[src/sv/dcnf_pkg.sv]
`default_nettype none

package dcnf_pkg;

  // Width of the variable index field on the result channel.
  localparam int unsigned IDX_W = 20;

  // Result queue depth; must be a power of two.
  localparam int unsigned Q_DEPTH = 4;

  localparam logic [7:0] CH_NUL   = 8'd0;
  localparam logic [7:0] CH_TAB   = 8'd9;
  localparam logic [7:0] CH_NL    = 8'd10;
  localparam logic [7:0] CH_CR    = 8'd13;
  localparam logic [7:0] CH_SPACE = 8'd32;
  localparam logic [7:0] CH_PLUS  = 8'h2B;
  localparam logic [7:0] CH_MINUS = 8'h2D;
  localparam logic [7:0] CH_ZERO  = 8'h30;
  localparam logic [7:0] CH_NINE  = 8'h39;
  localparam logic [7:0] CH_C     = 8'h63;
  localparam logic [7:0] CH_P     = 8'h70;

  typedef enum logic [2:0] {
    KIND_LIT        = 3'd0,
    KIND_CLAUSE_END = 3'd1,
    KIND_INPUT_END  = 3'd2,
    KIND_BAD_CHAR   = 3'd3,
    KIND_TOO_LARGE  = 3'd4
  } kind_e;

  typedef enum logic [2:0] {
    MODE_TOP    = 3'd0,
    MODE_LINE   = 3'd1,
    MODE_CLAUSE = 3'd2,
    MODE_SIGN   = 3'd3,
    MODE_DIGITS = 3'd4
  } mode_e;

  typedef struct packed {
    kind_e            kind;
    logic [IDX_W-1:0] variable_index;
    logic             negated;
    logic [7:0]       bad_char;
    logic             last;
  } result_t;

  typedef struct packed {
    logic    valid;
    result_t res;
  } slot_t;

endpackage

`default_nettype wire

[src/sv/dcnf_if.sv]
`default_nettype none

interface dcnf_in_if;
  logic       valid;
  logic       ready;
  logic [7:0] text_byte;

  modport source (output valid, output text_byte, input ready);
  modport sink   (input valid, input text_byte, output ready);
endinterface

interface dcnf_out_if;
  logic                        valid;
  logic                        ready;
  dcnf_pkg::kind_e             kind;
  logic [dcnf_pkg::IDX_W-1:0]  variable_index;
  logic                        negated;
  logic [7:0]                  bad_char;
  logic                        last;

  modport source (output valid, output kind, output variable_index, output negated,
                  output bad_char, output last, input ready);
  modport sink   (input valid, input kind, input variable_index, input negated,
                  input bad_char, input last, output ready);
endinterface

`default_nettype wire

[src/sv/dimacs_cnf_literal_parser.sv]
// Path: a transferred byte is held in the input register, decoded once the output queue
//   has room for two results, and its results are then offered from that queue.
// Throughput: one byte per cycle; a byte yields zero, one or two results, which the result
//   port drains one per ready cycle from a four-entry queue, so input stalls only on backlog.
// Reset (rst_ni low, asynchronous): parser returns to top level, queue empties, halt clears.
`default_nettype none

module dimacs_cnf_literal_parser #(
  parameter int unsigned VAR_BITS = 20
) (
  input  wire logic  clk_i,
  input  wire logic  rst_ni,
  dcnf_in_if.sink    in_i,
  dcnf_out_if.source out_o
);

  localparam int unsigned AccW = VAR_BITS + 1;

  // Input register: one byte waiting for decode.
  logic       in_valid_q, in_valid_d;
  logic [7:0] byte_q;
  logic       room;
  logic       fire;
  logic       take;

  // Parser state. The accumulator never exceeds 2**VAR_BITS while running.
  dcnf_pkg::mode_e mode_q, mode_d;
  logic [AccW-1:0] acc_q, acc_d;
  logic            minus_q, minus_d;
  logic            halted_q, halted_d;

  dcnf_pkg::slot_t slot0, slot1, push0, push1;

  // Decode the held byte once the queue can absorb two results.
  assign fire      = in_valid_q && room;
  assign in_i.ready = !in_valid_q || fire;
  assign take      = in_i.valid && in_i.ready;
  assign in_valid_d = take || (in_valid_q && !fire);

  dcnf_step #(
    .VAR_BITS (VAR_BITS)
  ) u_step (
    .byte_i   (byte_q),
    .mode_i   (mode_q),
    .acc_i    (acc_q),
    .minus_i  (minus_q),
    .halted_i (halted_q),
    .mode_o   (mode_d),
    .acc_o    (acc_d),
    .minus_o  (minus_d),
    .halted_o (halted_d),
    .slot0_o  (slot0),
    .slot1_o  (slot1)
  );

  // Drop results of a byte that is not being decoded this cycle.
  always_comb begin
    push0 = slot0;
    push1 = slot1;
    if (!fire) begin
      push0.valid = 1'b0;
      push1.valid = 1'b0;
    end
  end

  dcnf_outq u_outq (
    .clk_i   (clk_i),
    .rst_ni  (rst_ni),
    .slot0_i (push0),
    .slot1_i (push1),
    .room_o  (room),
    .out_o   (out_o)
  );

  always_ff @(posedge clk_i or negedge rst_ni) begin
    if (!rst_ni) begin
      in_valid_q <= 1'b0;
      mode_q     <= dcnf_pkg::MODE_TOP;
      acc_q      <= '0;
      minus_q    <= 1'b0;
      halted_q   <= 1'b0;
    end else begin
      in_valid_q <= in_valid_d;
      // Advance parser state only on a decoded byte; a halted parser holds.
      if (fire) begin
        mode_q   <= mode_d;
        acc_q    <= acc_d;
        minus_q  <= minus_d;
        halted_q <= halted_d;
      end
    end
  end

  always_ff @(posedge clk_i) begin
    if (take) begin
      byte_q <= in_i.text_byte;
    end
  end

endmodule

`default_nettype wire

[src/sv/dcnf_step.sv]
`default_nettype none

module dcnf_step #(
  parameter int unsigned VAR_BITS = 20
) (
  input  wire logic [7:0]          byte_i,
  input  dcnf_pkg::mode_e          mode_i,
  input  wire logic [VAR_BITS:0]   acc_i,
  input  wire logic                minus_i,
  input  wire logic                halted_i,
  output dcnf_pkg::mode_e          mode_o,
  output logic [VAR_BITS:0]        acc_o,
  output logic                     minus_o,
  output logic                     halted_o,
  output dcnf_pkg::slot_t          slot0_o,
  output dcnf_pkg::slot_t          slot1_o
);

  localparam int unsigned AccW = VAR_BITS + 1;
  localparam int unsigned IdxW = dcnf_pkg::IDX_W;
  localparam logic [AccW+3:0] Limit = {{(AccW+3){1'b0}}, 1'b1} << VAR_BITS;

  logic            is_space, is_digit, is_nul, is_cp, is_minus, is_plus, is_nl;
  logic [3:0]      dval;
  logic            acc_zero;
  logic [AccW+3:0] acc10;
  logic            too_large;
  logic [AccW-1:0] acc_m1;
  logic [AccW+IdxW-1:0] idx_wide;
  logic [IdxW-1:0] idx;

  // Token-start decode, shared by the first pass and the reprocessed byte.
  logic            at_top;
  dcnf_pkg::mode_e f_mode;
  logic            f_halt;
  logic            f_valid;
  dcnf_pkg::kind_e f_kind;
  logic [7:0]      f_bad;

  always_comb begin
    is_space = byte_i inside {[dcnf_pkg::CH_TAB:dcnf_pkg::CH_CR], dcnf_pkg::CH_SPACE};
    is_digit = byte_i inside {[dcnf_pkg::CH_ZERO:dcnf_pkg::CH_NINE]};
    is_nul   = (byte_i == dcnf_pkg::CH_NUL);
    is_cp    = byte_i inside {dcnf_pkg::CH_C, dcnf_pkg::CH_P};
    is_minus = (byte_i == dcnf_pkg::CH_MINUS);
    is_plus  = (byte_i == dcnf_pkg::CH_PLUS);
    is_nl    = (byte_i == dcnf_pkg::CH_NL);
    dval     = byte_i[3:0];
    acc_zero = (acc_i == '0);
    acc10    = {1'b0, acc_i, 3'b000} + {3'b000, acc_i, 1'b0} + (AccW+4)'(dval);
    too_large = (acc10 > Limit);
    acc_m1   = acc_i - AccW'(1);
    idx_wide = {{IdxW{1'b0}}, acc_m1};
    idx      = idx_wide[IdxW-1:0];
  end

  always_comb begin
    // A terminated digit run falls back to top level on zero, else stays in the clause.
    if (mode_i == dcnf_pkg::MODE_DIGITS) begin
      at_top = acc_zero;
    end else begin
      at_top = (mode_i == dcnf_pkg::MODE_TOP);
    end
    f_mode  = at_top ? dcnf_pkg::MODE_TOP : dcnf_pkg::MODE_CLAUSE;
    f_halt  = 1'b0;
    f_valid = 1'b0;
    f_kind  = dcnf_pkg::KIND_LIT;
    f_bad   = '0;
    if (is_space) begin
      f_halt = 1'b0;
    end else if (at_top && is_nul) begin
      f_halt  = 1'b1;
      f_valid = 1'b1;
      f_kind  = dcnf_pkg::KIND_INPUT_END;
    end else if (at_top && is_cp) begin
      f_mode = dcnf_pkg::MODE_LINE;
    end else if (is_minus || is_plus) begin
      f_mode = dcnf_pkg::MODE_SIGN;
    end else if (is_digit) begin
      f_mode = dcnf_pkg::MODE_DIGITS;
    end else begin
      f_halt  = 1'b1;
      f_valid = 1'b1;
      f_kind  = dcnf_pkg::KIND_BAD_CHAR;
      f_bad   = byte_i;
    end
  end

  // Next state
  always_comb begin
    mode_o   = mode_i;
    acc_o    = acc_i;
    minus_o  = minus_i;
    halted_o = halted_i;
    if (!halted_i) begin
      case (mode_i)
        dcnf_pkg::MODE_TOP, dcnf_pkg::MODE_CLAUSE: begin
          mode_o   = f_mode;
          acc_o    = is_digit ? AccW'(dval) : '0;
          minus_o  = is_minus;
          halted_o = f_halt;
        end
        dcnf_pkg::MODE_LINE: begin
          if (is_nul) begin
            halted_o = 1'b1;
          end else if (is_nl) begin
            mode_o = dcnf_pkg::MODE_TOP;
          end
        end
        dcnf_pkg::MODE_SIGN: begin
          if (is_digit) begin
            mode_o = dcnf_pkg::MODE_DIGITS;
            acc_o  = AccW'(dval);
          end else begin
            halted_o = 1'b1;
          end
        end
        dcnf_pkg::MODE_DIGITS: begin
          if (is_digit) begin
            acc_o    = acc10[AccW-1:0];
            halted_o = too_large;
          end else begin
            mode_o   = f_mode;
            acc_o    = '0;
            minus_o  = is_minus;
            halted_o = f_halt;
          end
        end
        default: begin
          mode_o = dcnf_pkg::MODE_TOP;
        end
      endcase
    end
  end

  // Results
  always_comb begin
    slot0_o = '0;
    slot1_o = '0;
    if (!halted_i) begin
      case (mode_i)
        dcnf_pkg::MODE_TOP, dcnf_pkg::MODE_CLAUSE: begin
          slot0_o.valid        = f_valid;
          slot0_o.res.kind     = f_kind;
          slot0_o.res.bad_char = f_bad;
        end
        dcnf_pkg::MODE_LINE: begin
          slot0_o.valid    = is_nul;
          slot0_o.res.kind = dcnf_pkg::KIND_INPUT_END;
        end
        dcnf_pkg::MODE_SIGN: begin
          slot0_o.valid        = !is_digit;
          slot0_o.res.kind     = dcnf_pkg::KIND_BAD_CHAR;
          slot0_o.res.bad_char = byte_i;
        end
        dcnf_pkg::MODE_DIGITS: begin
          if (is_digit) begin
            slot0_o.valid    = too_large;
            slot0_o.res.kind = dcnf_pkg::KIND_TOO_LARGE;
          end else begin
            slot0_o.valid = 1'b1;
            if (acc_zero) begin
              slot0_o.res.kind = dcnf_pkg::KIND_CLAUSE_END;
            end else begin
              slot0_o.res.kind           = dcnf_pkg::KIND_LIT;
              slot0_o.res.variable_index = idx;
              slot0_o.res.negated        = minus_i;
            end
            slot1_o.valid        = f_valid;
            slot1_o.res.kind     = f_kind;
            slot1_o.res.bad_char = f_bad;
          end
        end
        default: begin
          slot0_o = '0;
        end
      endcase
    end
    slot0_o.res.last = !slot1_o.valid;
    slot1_o.res.last = 1'b1;
  end

endmodule

`default_nettype wire

[src/sv/dcnf_outq.sv]
`default_nettype none

module dcnf_outq (
  input  wire logic        clk_i,
  input  wire logic        rst_ni,
  input  dcnf_pkg::slot_t  slot0_i,
  input  dcnf_pkg::slot_t  slot1_i,
  output logic             room_o,
  dcnf_out_if.source       out_o
);

  localparam int unsigned Depth = dcnf_pkg::Q_DEPTH;
  localparam int unsigned PtrW  = $clog2(Depth);
  localparam int unsigned CntW  = $clog2(Depth + 1);

  dcnf_pkg::result_t entry_q [Depth];
  logic [PtrW-1:0] wr_q, wr_d, rd_q, rd_d, wr_next;
  logic [CntW-1:0] cnt_q, cnt_d, push_n;
  logic            pop;
  dcnf_pkg::result_t head;

  always_comb begin
    head    = entry_q[rd_q];
    pop     = out_o.valid && out_o.ready;
    push_n  = CntW'(slot0_i.valid) + CntW'(slot1_i.valid);
    wr_next = wr_q + PtrW'(1);
    wr_d    = wr_q + push_n[PtrW-1:0];
    rd_d    = rd_q + PtrW'(pop);
    cnt_d   = cnt_q + push_n - CntW'(pop);
    // Always leave space for a two-result byte.
    room_o  = (cnt_q <= CntW'(Depth - 2));
  end

  assign out_o.valid          = (cnt_q != '0);
  assign out_o.kind           = head.kind;
  assign out_o.variable_index = head.variable_index;
  assign out_o.negated        = head.negated;
  assign out_o.bad_char       = head.bad_char;
  assign out_o.last           = head.last;

  always_ff @(posedge clk_i or negedge rst_ni) begin
    if (!rst_ni) begin
      wr_q  <= '0;
      rd_q  <= '0;
      cnt_q <= '0;
    end else begin
      wr_q  <= wr_d;
      rd_q  <= rd_d;
      cnt_q <= cnt_d;
    end
  end

  always_ff @(posedge clk_i) begin
    if (slot0_i.valid) begin
      entry_q[wr_q] <= slot0_i.res;
    end
    if (slot1_i.valid) begin
      entry_q[wr_next] <= slot1_i.res;
    end
  end

endmodule

`default_nettype wire

[src/flat_wrapper.sv]
// flat-port wrapper written by rule: the top's interface ports become plain ports
module dimacs_cnf_literal_parser_flat 
#(
  parameter int unsigned VAR_BITS = 20
)
  (clk_i, rst_ni, in_i_valid, in_i_text_byte, in_i_ready, out_o_valid, out_o_kind, out_o_variable_index, out_o_negated, out_o_bad_char, out_o_last, out_o_ready);
  dcnf_in_if in_i_i ();
  dcnf_out_if out_o_i ();
  input  wire logic clk_i;
  input  wire logic rst_ni;
  input wire logic [$bits(in_i_i.valid)-1:0] in_i_valid;
  input wire logic [$bits(in_i_i.text_byte)-1:0] in_i_text_byte;
  output wire logic [$bits(in_i_i.ready)-1:0] in_i_ready;
  output wire logic [$bits(out_o_i.valid)-1:0] out_o_valid;
  output wire logic [$bits(out_o_i.kind)-1:0] out_o_kind;
  output wire logic [$bits(out_o_i.variable_index)-1:0] out_o_variable_index;
  output wire logic [$bits(out_o_i.negated)-1:0] out_o_negated;
  output wire logic [$bits(out_o_i.bad_char)-1:0] out_o_bad_char;
  output wire logic [$bits(out_o_i.last)-1:0] out_o_last;
  input wire logic [$bits(out_o_i.ready)-1:0] out_o_ready;
  assign in_i_i.valid = in_i_valid;
  assign in_i_i.text_byte = in_i_text_byte;
  assign in_i_ready = in_i_i.ready;
  assign out_o_valid = out_o_i.valid;
  assign out_o_kind = out_o_i.kind;
  assign out_o_variable_index = out_o_i.variable_index;
  assign out_o_negated = out_o_i.negated;
  assign out_o_bad_char = out_o_i.bad_char;
  assign out_o_last = out_o_i.last;
  assign out_o_i.ready = out_o_ready;
  dimacs_cnf_literal_parser #(.VAR_BITS(VAR_BITS)) u_core (.clk_i(clk_i), .rst_ni(rst_ni), .in_i(in_i_i), .out_o(out_o_i));
endmodule
[config.mk]
export PLATFORM = sky130hd
export DESIGN_NAME = dimacs_cnf_literal_parser_flat
export DESIGN_NICKNAME = d
export VERILOG_FILES = /design/src/sv/dcnf_pkg.sv /design/src/sv/dcnf_if.sv /design/src/sv/dimacs_cnf_literal_parser.sv /design/src/sv/dcnf_step.sv /design/src/sv/dcnf_outq.sv /design/src/flat_wrapper.sv
export SDC_FILE = /design/constraint.sdc
export NUM_CORES = 1
export LEC_CHECK = 0
export BUFFER_PORTS_ARGS = -buffer_cell sky130_fd_sc_hd__buf_2
export CAP_MARGIN = 20
export CORE_MARGIN = 3
export CORE_UTILIZATION = 30
export DETAILED_ROUTE_END_ITERATION = 10
export PLACE_DENSITY_LB_ADDON = 0.15
export SYNTH_ARGS = -nofsm -noshare
export SYNTH_HDL_FRONTEND = slang
export SYNTH_SLANG_ARGS = --single-unit
[constraint.sdc]
create_clock -name clk_i -period 14.8 [get_ports clk_i]
set_input_delay 2.22 -clock clk_i [delete_from_list [all_inputs] [get_ports clk_i]]
set_output_delay 2.22 -clock clk_i [all_outputs]
set_load 0.05 [all_outputs]
# --- Word level (Yosys, flattened, before mapping) ---
# Memories as Yosys holds them, arrays and structs flattened.
# Index checks and enable logic that the tools add are counted.
word_totals:
  wordCells: 124
  out_inout_bits: 35
  reg_bits: 42
  n_memories: 1
  ram_bits: 132
  input_bits: 12
op_classes:
  bitwise_logic: 1
  n_addsub: 9
  n_reduce_logical: 27
  n_lt_le_gt_ge: 6
  n_eq_ne: 14
  n_mux: 57
mem_list:
  columns: ["name", "depth", "word_bits", "read_ports", "rd_ports_with_merged_regs", "write_ports", "line", "text"]
  rows:
  - ["u_core.u_outq.entry_q", 4, 33, 1, 0, 2, "dcnf_outq.sv:16", "dcnf_pkg::result_t entry_q [Depth];"]
ops:
  columns: ["operator", "count"]
  rows:
  - ["2-to-1 mux 21 bit", 5]
  - ["2-to-1 mux 8 bit", 8]
  - ["one-hot mux 21 bit (3 select lines)", 1]
  - ["2-to-1 mux 34 bit", 1]
  - ["2-to-1 mux 3 bit", 9]
  - ["adder 24 x 22 -> 25 bit", 1]
  - ["adder 25 x 4 -> 25 bit", 1]
  - ["greater-than comparator 25 x 21 -> 1 bit (second input constant)", 1]
  - ["== test 8 x 6 -> 1 bit (second input constant)", 3]
  - ["logical NOT 21 bit", 1]
  - ["2-to-1 mux 4 bit", 5]
  - ["subtractor 20 x 1 -> 20 bit (second input constant)", 1]
  - ["2-to-1 mux 1 bit", 17]
  - ["== test 8 x 7 -> 1 bit (second input constant)", 2]
  - ["one-hot mux 4 bit (4 select lines)", 1]
  - ["one-hot mux 8 bit (2 select lines)", 1]
  - ["2-to-1 mux 2 bit", 6]
  - ["one-hot mux 3 bit (4 select lines)", 1]
  - ["== test 8 x 4 -> 1 bit (second input constant)", 1]
  - [">= comparator 8 x 4 -> 1 bit (second input constant)", 1]
  - [">= comparator 8 x 6 -> 1 bit (second input constant)", 1]
  - ["less-or-equal comparator 8 x 4 -> 1 bit (second input constant)", 1]
  - ["less-or-equal comparator 8 x 6 -> 1 bit (second input constant)", 1]
  - ["logical AND 1 bit", 8]
  - ["other kinds (23)", 36]

# --- Logic depth before layout (Yosys ltp) ---
# Gate-level depths: netlist of the first run.
logic_depth:
  word_depth: 14
  depth_mapped: 23
  depth_no_buf: 22

# --- By module ---
# A second synthesis of the first run with hierarchy kept.
unflattened:
  hier_cells: 875
  area_unflattened_um2: 11120.7
by_module_without_submodules:
  columns: ["module", "area_each_um2", "seq_area_each_um2", "instances", "cells_per_inst"]
  rows:
  - ["dcnf_outq", 6759.0, 4139.0, 1, 358]
  - ["dcnf_step", 2991.6, 0.0, 1, 448]
  - ["dimacs_cnf_literal_parser", 1370.1, 915.9, 1, 69]

# --- Least setup slack after synthesis of the first run ---
# No wires, ideal clock.
synth_timing:
  path_kind: "reg-to-reg"
  startpoint: "reg u_core.byte_q[3]"
  endpoint: "reg u_core.u_outq.cnt_q[2]"
  setup_ps: 123
  required_time_ps: 14677
  path_stages_with_launch: 22
  slack_ps: 9600
  n_path_buf: 0
  period_less_slack_ps: 5200
  arrival_time_ps: 5077
  path_cell_list: "edfxtp_1 -> inv_1 -> fa_1 -> fa_1 -> nand2b_1 -> a211o_1 -> a211o_1 -> o211ai_2 -> xor2_1 -> nor4b_1 -> a21oi_4 -> o21ai_0 -> inv_1 -> ha_1 -> inv_1 -> ha_1 -> inv_1 -> ha_1 -> inv_1 -> fa_1 -> xor2_1 -> xnor2_1"
synth_via:
  elab_chain_len: 14
  word_cells_on_any_way: 36
  classes_between: "4 x add/sub; 5 x order compare; 5 x eq/ne; 13 x mux; 9 x reduce/logical"
synth_rtl:
  columns: ["element", "line", "text"]
  rows:
  - ["from (decl)", "dimacs_cnf_literal_parser.sv:21", "logic [7:0] byte_q;"]
  - ["from (signal assigned)", "dimacs_cnf_literal_parser.sv:96", "byte_q <= in_i.text_byte;"]
  - ["branches (longest 11 deep; another with adder 25 x 4 -> 25 bit)", null, null]
  - ["adder 1 x 1 -> 2 bit *", "dcnf_outq.sv:25", "push_n = CntW'(slot0_i.valid) + CntW'(slot1_i.valid);"]
  - ["adder 3 x 2 -> 3 bit *", "dcnf_outq.sv:29", "cnt_d = cnt_q + push_n - CntW'(pop);"]
  - ["subtractor 3 x 1 -> 3 bit *", "dcnf_outq.sv:29", null]
  - ["via u_core.u_outq.cnt_d[2]", "dcnf_outq.sv:18", "logic [CntW-1:0] cnt_q, cnt_d, push_n;"]
  - ["to (signal assigned)", "dcnf_outq.sv:49", "cnt_q <= cnt_d;"]
  - ["to (decl)", "dcnf_outq.sv:18", null]
# Mark *: on every way through the listed nets, which the timed path passes.
# A chain may end at the register's enable or synchronous reset.

# --- Worst setup path after layout of the first run ---
layout_timing:
  startpoint: "reg u_core.acc_q[0]"
  endpoint: "reg u_core.u_outq.cnt_q[2]"
layout_via:
  elab_chain_len: 13
  word_cells_on_any_way: 21
  classes_between: "5 x add/sub; 1 x order compare; 12 x mux; 3 x reduce/logical"
layout_rtl:
  columns: ["element", "line", "text"]
  rows:
  - ["from (decl)", "dimacs_cnf_literal_parser.sv:28", "logic [AccW-1:0] acc_q, acc_d;"]
  - ["from (signal assigned)", "dimacs_cnf_literal_parser.sv:79", "acc_q <= '0;"]
  - ["from (signal assigned)", "dimacs_cnf_literal_parser.sv:87", "acc_q <= acc_d;"]
  - ["branches (longest 10 deep; another with adder 24 x 22 -> 25 bit)", null, null]
  - ["adder 1 x 1 -> 2 bit *", "dcnf_outq.sv:25", null]
  - ["adder 3 x 2 -> 3 bit *", "dcnf_outq.sv:29", null]
  - ["subtractor 3 x 1 -> 3 bit *", "dcnf_outq.sv:29", null]
  - ["via u_core.u_outq.cnt_d[2]", "dcnf_outq.sv:18", null]
# Marks and branches as above.

==> reports/results.txt, run 1 <==
starting density of the core - 30.7%
largest net degree at the start of global routing - 47
Worst-Margin Slew - 0.958 ns
final period utilization - 41.9%
WHS Path Cells - 2
Iter 0 DRT Violations - 489
cells along the critical path - inv_1 -> fa_1 -> inv_1 -> ha_1 -> a21o_1 -> and4_1 -> o211ai_2 -> nand3_2 -> a31oi_1 -> mux2_1 -> or4b_1 -> o21ai_0 -> inv_1 -> ha_1 -> inv_1 -> ha_1 -> inv_1 -> ha_1 -> inv_1 -> fa_1 -> xor2_1 -> xnor2_1
Max Freq - 0.161 GHz
FF+latch count, synth - 174
cell with the most instances after synthesis - nand2_1
Die Ht - 192 microns
largest cells by area after synthesis - dfxtp_1 18%, edfxtp_1 14%, dfrtp_1 8.2%
Hold Path Class - flip-flop to flip-flop
clk sinks - 174
port bufs - 46
Hold Vio Cnt, Final - 0
fin. max-slew vios - 0
Synth-to-Final Area Change - 11.1%
DR vias - 7994
worst path required time - 15.12 ns
Post-Syn Instances - 1031
vias in the first global route - 8091
cell count along the critical path - 22
DRC Markers - 0
Bufs and invs on worst path - 6
Post-synth ARST share - 19.5%
clock latency on the worst-skew pair - 0.44 ns
Post-synth top cells - 157 x nand2_1, 92 x dfxtp_1, 62 x mux2i_1, 49 x nor2_1
fin area - 0.0115 sq mm
status - complete, no violations
global-route wire length before repair - 48.2 mm
Antenna Nets Post-Route - 0
Rows - 67
GP Congestion - 0.834
io pins - 47
Rel. slew slack - 36.1%
post-cts sizing count - 0
Min Clock Period, post-route - 6.19 ns
TritonCTS clock tree - done
Clock transition at path regs - 0.07 ns
Slowest Stage Delay on Critical Path - 0.96 ns
proportion of layout cells with a drive suffix above 1 - 15.1%
CP startpoint kind - flip-flop
max cap viols - 0
Slowest-stage cell, CP - or4b_1
Avg Inst Size Synth - 10.0 sq um
worst clock skew - 0.0145 ns
Initial DRT Pass Iterations - 5
grt total ovfl - 0
syn nets - 1094
Post-Syn Area - 0.0103 sq mm
yosys warns - 0
Core ar. - 0.0337 sq mm
DP Area - 0.0109 sq mm
final setup vio count - 0
initial antenna violation count - 0
nets@finish - 1110
endpoint type of the worst setup path - flip-flop
Post-CTS Setup Inserts - 0
Max clock buf depth - 2
Top cell by count, worst path - inv_1
Crit path max-delay family - adder cells
top_reg_cell synth - dfxtp_1
Critical Path Fanout Max - 18
final core utilization - 34.0%
Tot GR Track Use - 17.2%
number of hold buffers added after cts - 0
largest area contributor in the netlist - dfxtp_1
worst setup path class - flip-flop to flip-flop
reg2reg setup slack - 8.61 ns
Num CTS Buffers - 17
Seq/Total Area, Yosys - 40.0%
# H-tree levels - 4
Worst VDD drop - 0.0942 mV
final WL - 30.8 mm
RSZ-0062 raised after global routing - false
WP data arrival - 6.52 ns
PwrDens - 129 mW/mm^2
worst r2r path cells - 22
routed vias/inst - 5.30
TNS Setup - 0 ns
number of diodes - 0
LEAKAGE - 4.83 nW
Root Driver - clkbuf_16
WL per Instance - 20.5 microns
Distinct cells, synth - 81
Die Area - 0.0367 sq mm
Final HPWL DP - 21.5 mm
Post-synth EDFFs - 48
share of the synthesized area in the top cell type - 17.8%
die width - 192 microns
layout make-up:
cell class / instances / area [sq um]
Fill cell: 3519 / 22200
Clock buffer: 22 / 474
Clock inverter: 10 / 134
Tap cell: 448 / 561
Timing Repair Buffer: 59 / 324
Multi-Input combinational cell: 749 / 5670
Inverter: 46 / 173
Sequential cell: 174 / 4140
layer usage:
| metal | part of all wire [%] | global-route usage [%] | wire length [microns] | up-vias |
|---|---|---|---|---|
| li1 | - | - | - | 3857 |
| met1 | 49 | 24.1 | 15000 | 3946 |
| met2 | 46 | 27.1 | 14200 | 149 |
| met3 | 3.2 | 2.70 | 981 | 42 |
| met4 | 2.1 | 5.64 | 652 | 0 |
| met5 | 0 | 0 | 0 | - |
worst min-delay path, cell delays in order, from the launching register on:
cell     delay [ns]
dfxtp_1        0.30
nand2_1        0.05
mux2i_1        0.05
where the power goes:
part / switching, mW / internal (mW) / leakage (nW) / total, mW
Sequential: 0.0418 / 0.519 / 1.65 / 0.561
Combinational: 0.302 / 0.149 / 2.88 / 0.451
Clock: 0.189 / 0.279 / 0.298 / 0.467
worst paths after layout:
path / from / endpoint
setup / recovery: u_core.acc_q[0] / u_core.u_outq.cnt_q[2]
hold / removal: u_core.u_outq.entry_q[3][32] / u_core.u_outq.entry_q[3][32]
setup reg to reg: u_core.acc_q[0] / u_core.u_outq.cnt_q[2]
hold reg to reg: u_core.u_outq.entry_q[3][32] / u_core.u_outq.entry_q[3][32]
max in group asynchronous: rst_ni / u_core.u_outq.rd_q[0]
min in group asynchronous: rst_ni / u_core.u_outq.rd_q[1]
cells in the final DEF, fill, tap and decap left out, drive strengths merged, types with 36 or more instances in the layout:
cell,count
a21oi,48
ha,48
buf,58
nand2,158
dfxtp,92
inv,47
edfxtp,48
o21ai,36
nor2,49
mux2i,62
metrics by stage:
| stage | hold WS [ns] | power [mW] | setup WS [ns] | cells |
|---|---|---|---|---|
| after detailed placement | 0.452 | 1.03 | 8.64 | 1475 |
| after global routing | 0.478 | 1.55 | 8.26 | 1508 |
| after floorplan | 0.435 | 0.910 | 9.60 | 1031 |
| after CTS | 0.460 | 1.50 | 8.61 | 1507 |
| after global placement | 0.441 | 1.03 | 8.70 | 1475 |
| final | 0.457 | 1.48 | 8.61 | 1508 |
registers in the layout, indices dropped and copies added, names as in the netlist:
name,cells
u_core.mode_q,3
u_core.byte_q,8
u_core.acc_q,21
u_core.u_outq.rd_q,2
u_core.halted_q,1
u_core.minus_q,1
u_core.u_outq.wr_q,2
u_core.u_outq.entry_q,132
u_core.in_valid_q,1
u_core.u_outq.cnt_q,3
kinds of logic (layout without fill, tap and decap cells):
| group | count (synthesis) | count (layout) | share of synthesized area (%) |
|---|---|---|---|
| adder cells (fa/ha/maj) | 51 | 51 | 6.40 |
| AND/OR/NAND/NOR | 326 | 326 | 14.8 |
| XOR/XNOR | 33 | 33 | 2.80 |
| multiplexers | 96 | 96 | 13.3 |
| buffers and inverters | 108 | 137 | 5.28 |
| AO/OA/AOI/OAI | 243 | 243 | 17.4 |
| flip-flops | 174 | 174 | 40.0 |
No activity file was read; power rests on OpenSTA's default activity.
==> run 2: changes to the inputs <==
- ABC_AREA: unset -> 1
- clock period: 14.8 -> 5.38 ns (I/O delays scaled with it)
==> run 2 against run 1 <==
Net effect:
- sequential power grew to 3.3 times the previous value
- global-route usage grew 0.29 points
- highest routed layer unchanged
- critical path type unchanged
- largest power group is now combinational logic
- first-iteration DRC count grew 39%
==> reports/results.txt, run 2 <==
cell with the most instances after synthesis - nand2_1
CP startpoint kind - flip-flop
most common cell after layout, fill and taps aside - nand2_1
Num CTS Buffers - 17 (unchanged)
starting density of the core - 30.8% (+0.14 points)
worst clock skew - 0.0145 ns (-0.0000447 ns)
final period utilization - 88.5% (+47 points)
proportion of layout cells with a drive suffix above 1 - 7.04% (-8.1 points)
status - complete, no violations
DRC Markers - 0 (unchanged)
largest area contributor in the netlist - dfxtp_1
Avg Inst Size Synth - 6.75 sq um (-33%)
most frequent cells in the layout - 423 x nand2_1, 262 x inv_1, 210 x nor2_1, 92 x a21oi_1, 92 x dfxtp_1
vias in the first global route - 9921 (+23%)
clock latency on the worst-skew pair - 0.45 ns (about the same)
yosys warns - 0 (unchanged)
Iter 0 DRT Violations - 678 (+39%)
Post-synth top cells - 425 x nand2_1, 262 x inv_1, 211 x nor2_1, 92 x a21oi_1, 92 x dfxtp_1
Post-Syn Instances - 1638 (+59%)
initial antenna violation count - 0 (unchanged)
Slowest-stage cell, CP - fa_1
worst path required time - 5.75 ns (-9.37 ns)
PwrDens - 477 mW/mm^2 (+270%)
Tot GR Track Use - 17.5% (+0.29 points)
TNS Setup - 0 ns (unchanged)
global-route wire length before repair - 54.4 mm (+13%)
final setup vio count - 0 (unchanged)
Final HPWL DP - 23.4 mm (+8.9%)
endpoint type of the worst setup path - flip-flop
Initial DRT Pass Iterations - 5 (unchanged)
port bufs - 46 (unchanged)
reg2reg setup slack - 0.62 ns (-7.98 ns)
Core ar. - 0.0359 sq mm (+6.6%)
largest net degree at the start of global routing - 66 (+40%)
io pins - 47 (unchanged)
post-cts sizing count - 0 (unchanged)
Distinct cells, synth - 43 (-47%)
Rel. slew slack - 38.2% (+2.0 points)
Hold Vio Cnt, Final - 0 (unchanged)
Post-Syn Area - 0.0111 sq mm (+7.1%)
Max clock buf depth - 2 (unchanged)
GP Congestion - 0.858 (+2.9%)
DR vias - 10200 (+28%)
worst r2r path cells - 30 (+36%)
Post-synth EDFFs - 48 (unchanged)
clk sinks - 174 (unchanged)
LEAKAGE - 6.82 nW (+41%)
Top cell by count, worst path - nand2_1
Seq/Total Area, Yosys - 37.4% (-2.6 points)
Post-synth ARST share - 19.5% (unchanged)
Synth-to-Final Area Change - 11.1% (about the same)
Post-CTS Setup Inserts - 0 (unchanged)
Critical Path Fanout Max - 6 (-12)
fin. max-slew vios - 0 (unchanged)
die width - 198 microns (+3.4%)
reg2reg start - u_core.byte_q[3]
Regs by FF count - u_core.u_outq.entry_q x132, u_core.acc_q x21, u_core.byte_q x8
syn nets - 1701 (+55%)
nets@finish - 1712 (+54%)
WP data arrival - 5.13 ns (-1.39 ns)
Worst-Margin Slew - 0.922 ns (-0.0361 ns)
Slowest Stage Delay on Critical Path - 0.49 ns (-0.47 ns)
Die Ht - 198 microns (+3.4%)
routed vias/inst - 4.82 (-9.1%)
worst setup path class - flip-flop to flip-flop
Max Freq - 0.210 GHz (+30%)
Antenna Nets Post-Route - 0 (unchanged)
# H-tree levels - 4 (unchanged)
grt total ovfl - 0 (unchanged)
Biggest register - u_core.u_outq.entry_q
Min Clock Period, post-route - 4.76 ns (-1.44 ns)
number of hold buffers added after cts - 0 (unchanged)
fin area - 0.0123 sq mm (+7.1%)
WL per Instance - 15.9 microns (-22%)
max cap viols - 0 (unchanged)
Die Area - 0.0392 sq mm (+6.8%)
final WL - 33.8 mm (+9.6%)
number of diodes - 0 (unchanged)
Hold Path Class - input port to async pin
FF+latch count, synth - 174 (unchanged)
r2r endpoint - u_core.u_outq.cnt_q[2]
share of the synthesized area in the top cell type - 16.7% (-1.2 points)
Worst VDD drop - 0.245 mV (+160%)
largest cells by area after synthesis - dfxtp_1 17%, nand2_1 14%, edfxtp_1 13%
Largest register FFs - 132 (unchanged)
Root Driver - clkbuf_16
Clock transition at path regs - 0.06 ns (about the same)
DP Area - 0.0117 sq mm (+7.5%)
RSZ-0062 raised after global routing - false
TritonCTS clock tree - done
Rows - 69 (+3.0%)
top_reg_cell synth - dfxtp_1
## run 2: changes by cell type after synthesis, sizes merged, moves of 33 or more
cell	change
nand2	+269
mux4	-33
o21ai	+47
nor2	+168
mux2i	-62
o22ai	+39
nand4	+66
a21oi	+44
nand3	+55
inv	+219
## run 2: layout make-up
| type | instances | area [sq um] |
|---|---|---|
| inverter | 269 | 1010 |
| clock inverter | 11 | 166 |
| sequential | 174 | 4130 |
| multi-input combinational | 1122 | 5580 |
| clock buffer | 21 | 440 |
| tap | 461 | 577 |
| timing repair buffer | 65 | 373 |
| fill | 3910 | 23600 |
## run 2: metrics by stage
| step | power (mW) | instances | setup WS, ns | utilization [%] | hold slack [ns] |
|---|---|---|---|---|---|
| final | 5.86 | 2123 | 0.621 | 34.2 | 0.454 |
| after global routing | 6.30 | 2123 | 0.242 | 34.2 | 0.504 |
| after CTS | 5.94 | 2123 | 0.558 | 34.2 | 0.459 |
| after detailed placement | 4.61 | 2091 | 0.589 | 32.5 | 0.442 |
| after global placement | 4.59 | 2091 | 0.641 | 32.5 | 0.437 |
| after floorplan | 3.93 | 1638 | 1.02 | - | 0.424 |
## run 2: power breakdown
group          switching (mW)  internal, mW
clock network           0.536         0.775
registers               0.191          1.68
logic                    1.99         0.686
total                    2.72          3.14
## run 2: kinds of logic after synthesis
logic type	synth area share, %
AOI/OAI and AO/OA	11.3
adders and majority gates	5.97
buffers and inverters	12.3
xor gates and xnor gates	1.19
and+or+nand+nor	31.7
DFF	37.4
muxes	0.102
## run 2: metal layers
layer  vias up  wire length (microns)  global-route usage [%]
li1       5301                      -                       -
met5         -                      0                       0
met3        24                   1220                    2.40
met2       181                  15500                    29.3
met4         0                    423                    4.25
met1      4724                  16600                    24.0
## run 2: how the worst max path moves through the flow
stage | from | endpoint | cells past startpoint
2_1_floorplan | u_core.byte_q[3] | u_core.u_outq.cnt_q[2] | 31
5_1_grt | u_core.byte_q[3] | u_core.u_outq.cnt_q[2] | 30
3_3_place_gp | u_core.byte_q[3] | u_core.u_outq.cnt_q[2] | 30
6_report | u_core.byte_q[3] | u_core.u_outq.cnt_q[2] | 30
4_1_cts | u_core.byte_q[3] | u_core.u_outq.cnt_q[2] | 30
3_5_place_dp | u_core.byte_q[3] | u_core.u_outq.cnt_q[2] | 30
## run 2: worst max-delay path, delay by kind of cell (launching register included)
family | cells | cell delay [ns]
fa+ha+maj | 6 | 2.07
simple gates | 16 | 1.30
buf+inv | 6 | 0.52
flops | 1 | 0.46
xor+xnor | 2 | 0.32
==> run 3: changes to the inputs <==
- CORE_MARGIN: 3 -> unset
- CTS_BUF_LIST: unset -> sky130_fd_sc_hd__clkbuf_2 sky130_fd_sc_hd__clkbuf_4 sky130_fd_sc_hd__clkbuf_8
==> run 3 against run 2 <==
Net effect:
- global-route usage rose by 0.38 points
- die area decreased by 4.0%
- first-iteration DRC count rose by 1.2%
- via count down 1.2%
- clock power fell by 22%
- power is 5.0% lower
- hold slack worse by 0.037 ns
- combinational power is essentially flat
- routed wire length down 2.3%
- register-to-register slack got worse by 0.04 ns
==> reports/results.txt, run 3 (synthesized netlist as in run 2, its figures left out) <==
Min Clock Period, post-route - 4.80 ns (+0.0419 ns)
worst clock skew - 0.0117 ns (-0.00279 ns)
fin. max-slew vios - 0 (unchanged)
WP data arrival - 5.20 ns (+0.07 ns)
Pwr Total - 5.57 mW (-5.0%)
Synth-to-Final Area Change - 9.51%
final setup vio count - 0 (unchanged)
io pins - 47 (unchanged)
PwrDens - 460 mW/mm^2 (-3.7%)
most common cell after layout, fill and taps aside - nand2_1
Antenna Nets Post-Route - 0 (unchanged)
post-cts sizing count - 0 (unchanged)
status - complete, no violations
worst setup path class - flip-flop to flip-flop
initial antenna violation count - 0 (unchanged)
Clock transition at path regs - 0.09 ns (+0.03 ns)
final period utilization - 89.2% (+0.78 points)
Worst-Margin Slew - 0.937 ns (+0.0156 ns)
Iter 0 DRT Violations - 686 (+1.2%)
Tot GR Track Use - 17.9% (+0.38 points)
TritonCTS clock tree - done
die width - 194 microns (-2.0%)
Biggest register - u_core.u_outq.entry_q
Num CTS Buffers - 17 (unchanged)
Rows - 69 (unchanged)
largest net degree at the start of global routing - 66 (unchanged)
number of hold buffers added after cts - 0 (unchanged)
starting density of the core - 30.8% (unchanged)
Initial DRT Pass Iterations - 5 (unchanged)
max cap viols - 0 (unchanged)
GP Congestion - 0.846 (-1.4%)
nets@finish - 1712 (unchanged)
Hold Path Class - input port to async pin
Core ar. - 0.0359 sq mm (unchanged)
DP Area - 0.0117 sq mm (about the same)
worst path required time - 5.78 ns (+0.03 ns)
Root Driver - clkbuf_8
worst r2r path cells - 30 (unchanged)
endpoint type of the worst setup path - flip-flop
most frequent cells in the layout - 421 x nand2_1, 262 x inv_1, 210 x nor2_1, 92 x a21oi_1, 92 x dfxtp_1
Rel. slew slack - 37.2% (-1.0 points)
clk sinks - 174 (unchanged)
Post-CTS Setup Inserts - 0 (unchanged)
Worst VDD drop - 0.277 mV (+13%)
post-route setup slack - 0.579 ns (-0.0419 ns)
CP startpoint kind - flip-flop
Slowest Stage Delay on Critical Path - 0.49 ns (about the same)
Slowest-stage cell, CP - fa_1
Die Area - 0.0376 sq mm (-4.0%)
Hold Vio Cnt, Final - 0 (unchanged)
DR vias - 10100 (-1.2%)
Fill cells - 3896 (-0.36%)
Max Freq - 0.208 GHz (-0.87%)
Final Non-Filler Cells - 2123 (unchanged)
Largest register FFs - 132 (unchanged)
LEAKAGE - 6.75 nW (-1.0%)
WL per Instance - 15.6 microns (-2.3%)
fin area - 0.0121 sq mm (-1.4%)
grt total ovfl - 0 (unchanged)
routed vias/inst - 4.76 (-1.2%)
Critical Path Fanout Max - 6 (unchanged)
Max clock buf depth - 2 (unchanged)
global-route wire length before repair - 53.4 mm (-1.8%)
final WL - 33.0 mm (-2.3%)
# H-tree levels - 4 (unchanged)
proportion of layout cells with a drive suffix above 1 - 7.40% (+0.36 points)
number of diodes - 0 (unchanged)
dpl ws - 0.587 ns (-0.00213 ns)
clock latency on the worst-skew pair - 0.47 ns (+0.02 ns)
Die Ht - 194 microns (-2.0%)
vias in the first global route - 9728 (-1.9%)
RSZ-0062 raised after global routing - false
DRC Markers - 0 (unchanged)
Top cell by count, worst path - nand2_1
Final HPWL DP - 22.5 mm (-3.6%)
Regs by FF count - u_core.u_outq.entry_q x132, u_core.acc_q x21, u_core.byte_q x8
port bufs - 46 (unchanged)
Placed Cells - 2091 (unchanged)
TNS Setup - 0 ns (unchanged)
-- run 3: changes by cell type in the layout (fill, tap and decap cells not counted) --
cell / change
clkbuf_8: +18
clkbuf_16: -17
clkbuf_1: -4
clkbuf_4: +2
clkinv_2: +2
nand2_1: -2
nand2_2: +2
clkinv_4: -1
-- run 3: stage by stage --
step | utilization [%] | hold WS, ns
after CTS | 33.7 | 0.424
after detailed placement | 32.5 | 0.446
after global placement | 32.5 | 0.439
after floorplan | - | 0.424
final | 33.7 | 0.418
after global routing | 33.7 | 0.467
-- run 3: routing by layer --
layer	share of wire [%]	global-route usage [%]	wire (microns)
met5	0	0	0
met1	51	25.1	16700
met3	3.3	2.38	1100
met2	45	28.8	14900
met4	1.1	4.41	374
-- run 3: final timing paths --
| check | start | endpoint | slack (ns) |
|---|---|---|---|
| min in group clk_i | u_core.u_outq.entry_q[1][0] | u_core.u_outq.entry_q[1][0] | 0.47 |
| max reg2reg | u_core.byte_q[3] | u_core.u_outq.cnt_q[2] | 0.58 |
| max in group asynchronous | rst_ni | u_core.acc_q[19] | 4.43 |
| min | rst_ni | u_core.in_valid_q | 0.42 |
| min reg2reg | u_core.u_outq.entry_q[1][0] | u_core.u_outq.entry_q[1][0] | 0.47 |
| max | u_core.byte_q[3] | u_core.u_outq.cnt_q[2] | 0.58 |
-- run 3: power by group --
| part | internal (mW) | switching (mW) |
|---|---|---|
| Combinational | 0.684 | 2.00 |
| Sequential | 1.68 | 0.184 |
| Clock | 0.524 | 0.492 |
-- run 3: worst max-delay path, delay by kind of cell, from the launching register on --
kind,cells,cell delay (ns)
xor gates and xnor gates,2,0.34
buffers and inverters,6,0.52
adders and majority gates,6,2.04
DFF,1,0.47
and+or+nand+nor,16,1.33
-- run 3: cell type report --
class                   instances  area [sq um]  share of cell area, %
flip-flops and latches        174          4130                   34.1
well taps                     461           577                   4.76
inverters                     269          1010                   8.34
repair buffers                 65           373                   3.08
clock inverters                12           168                   1.38
clock buffers                  20           263                   2.17
multi-input cells            1122          5590                   46.1
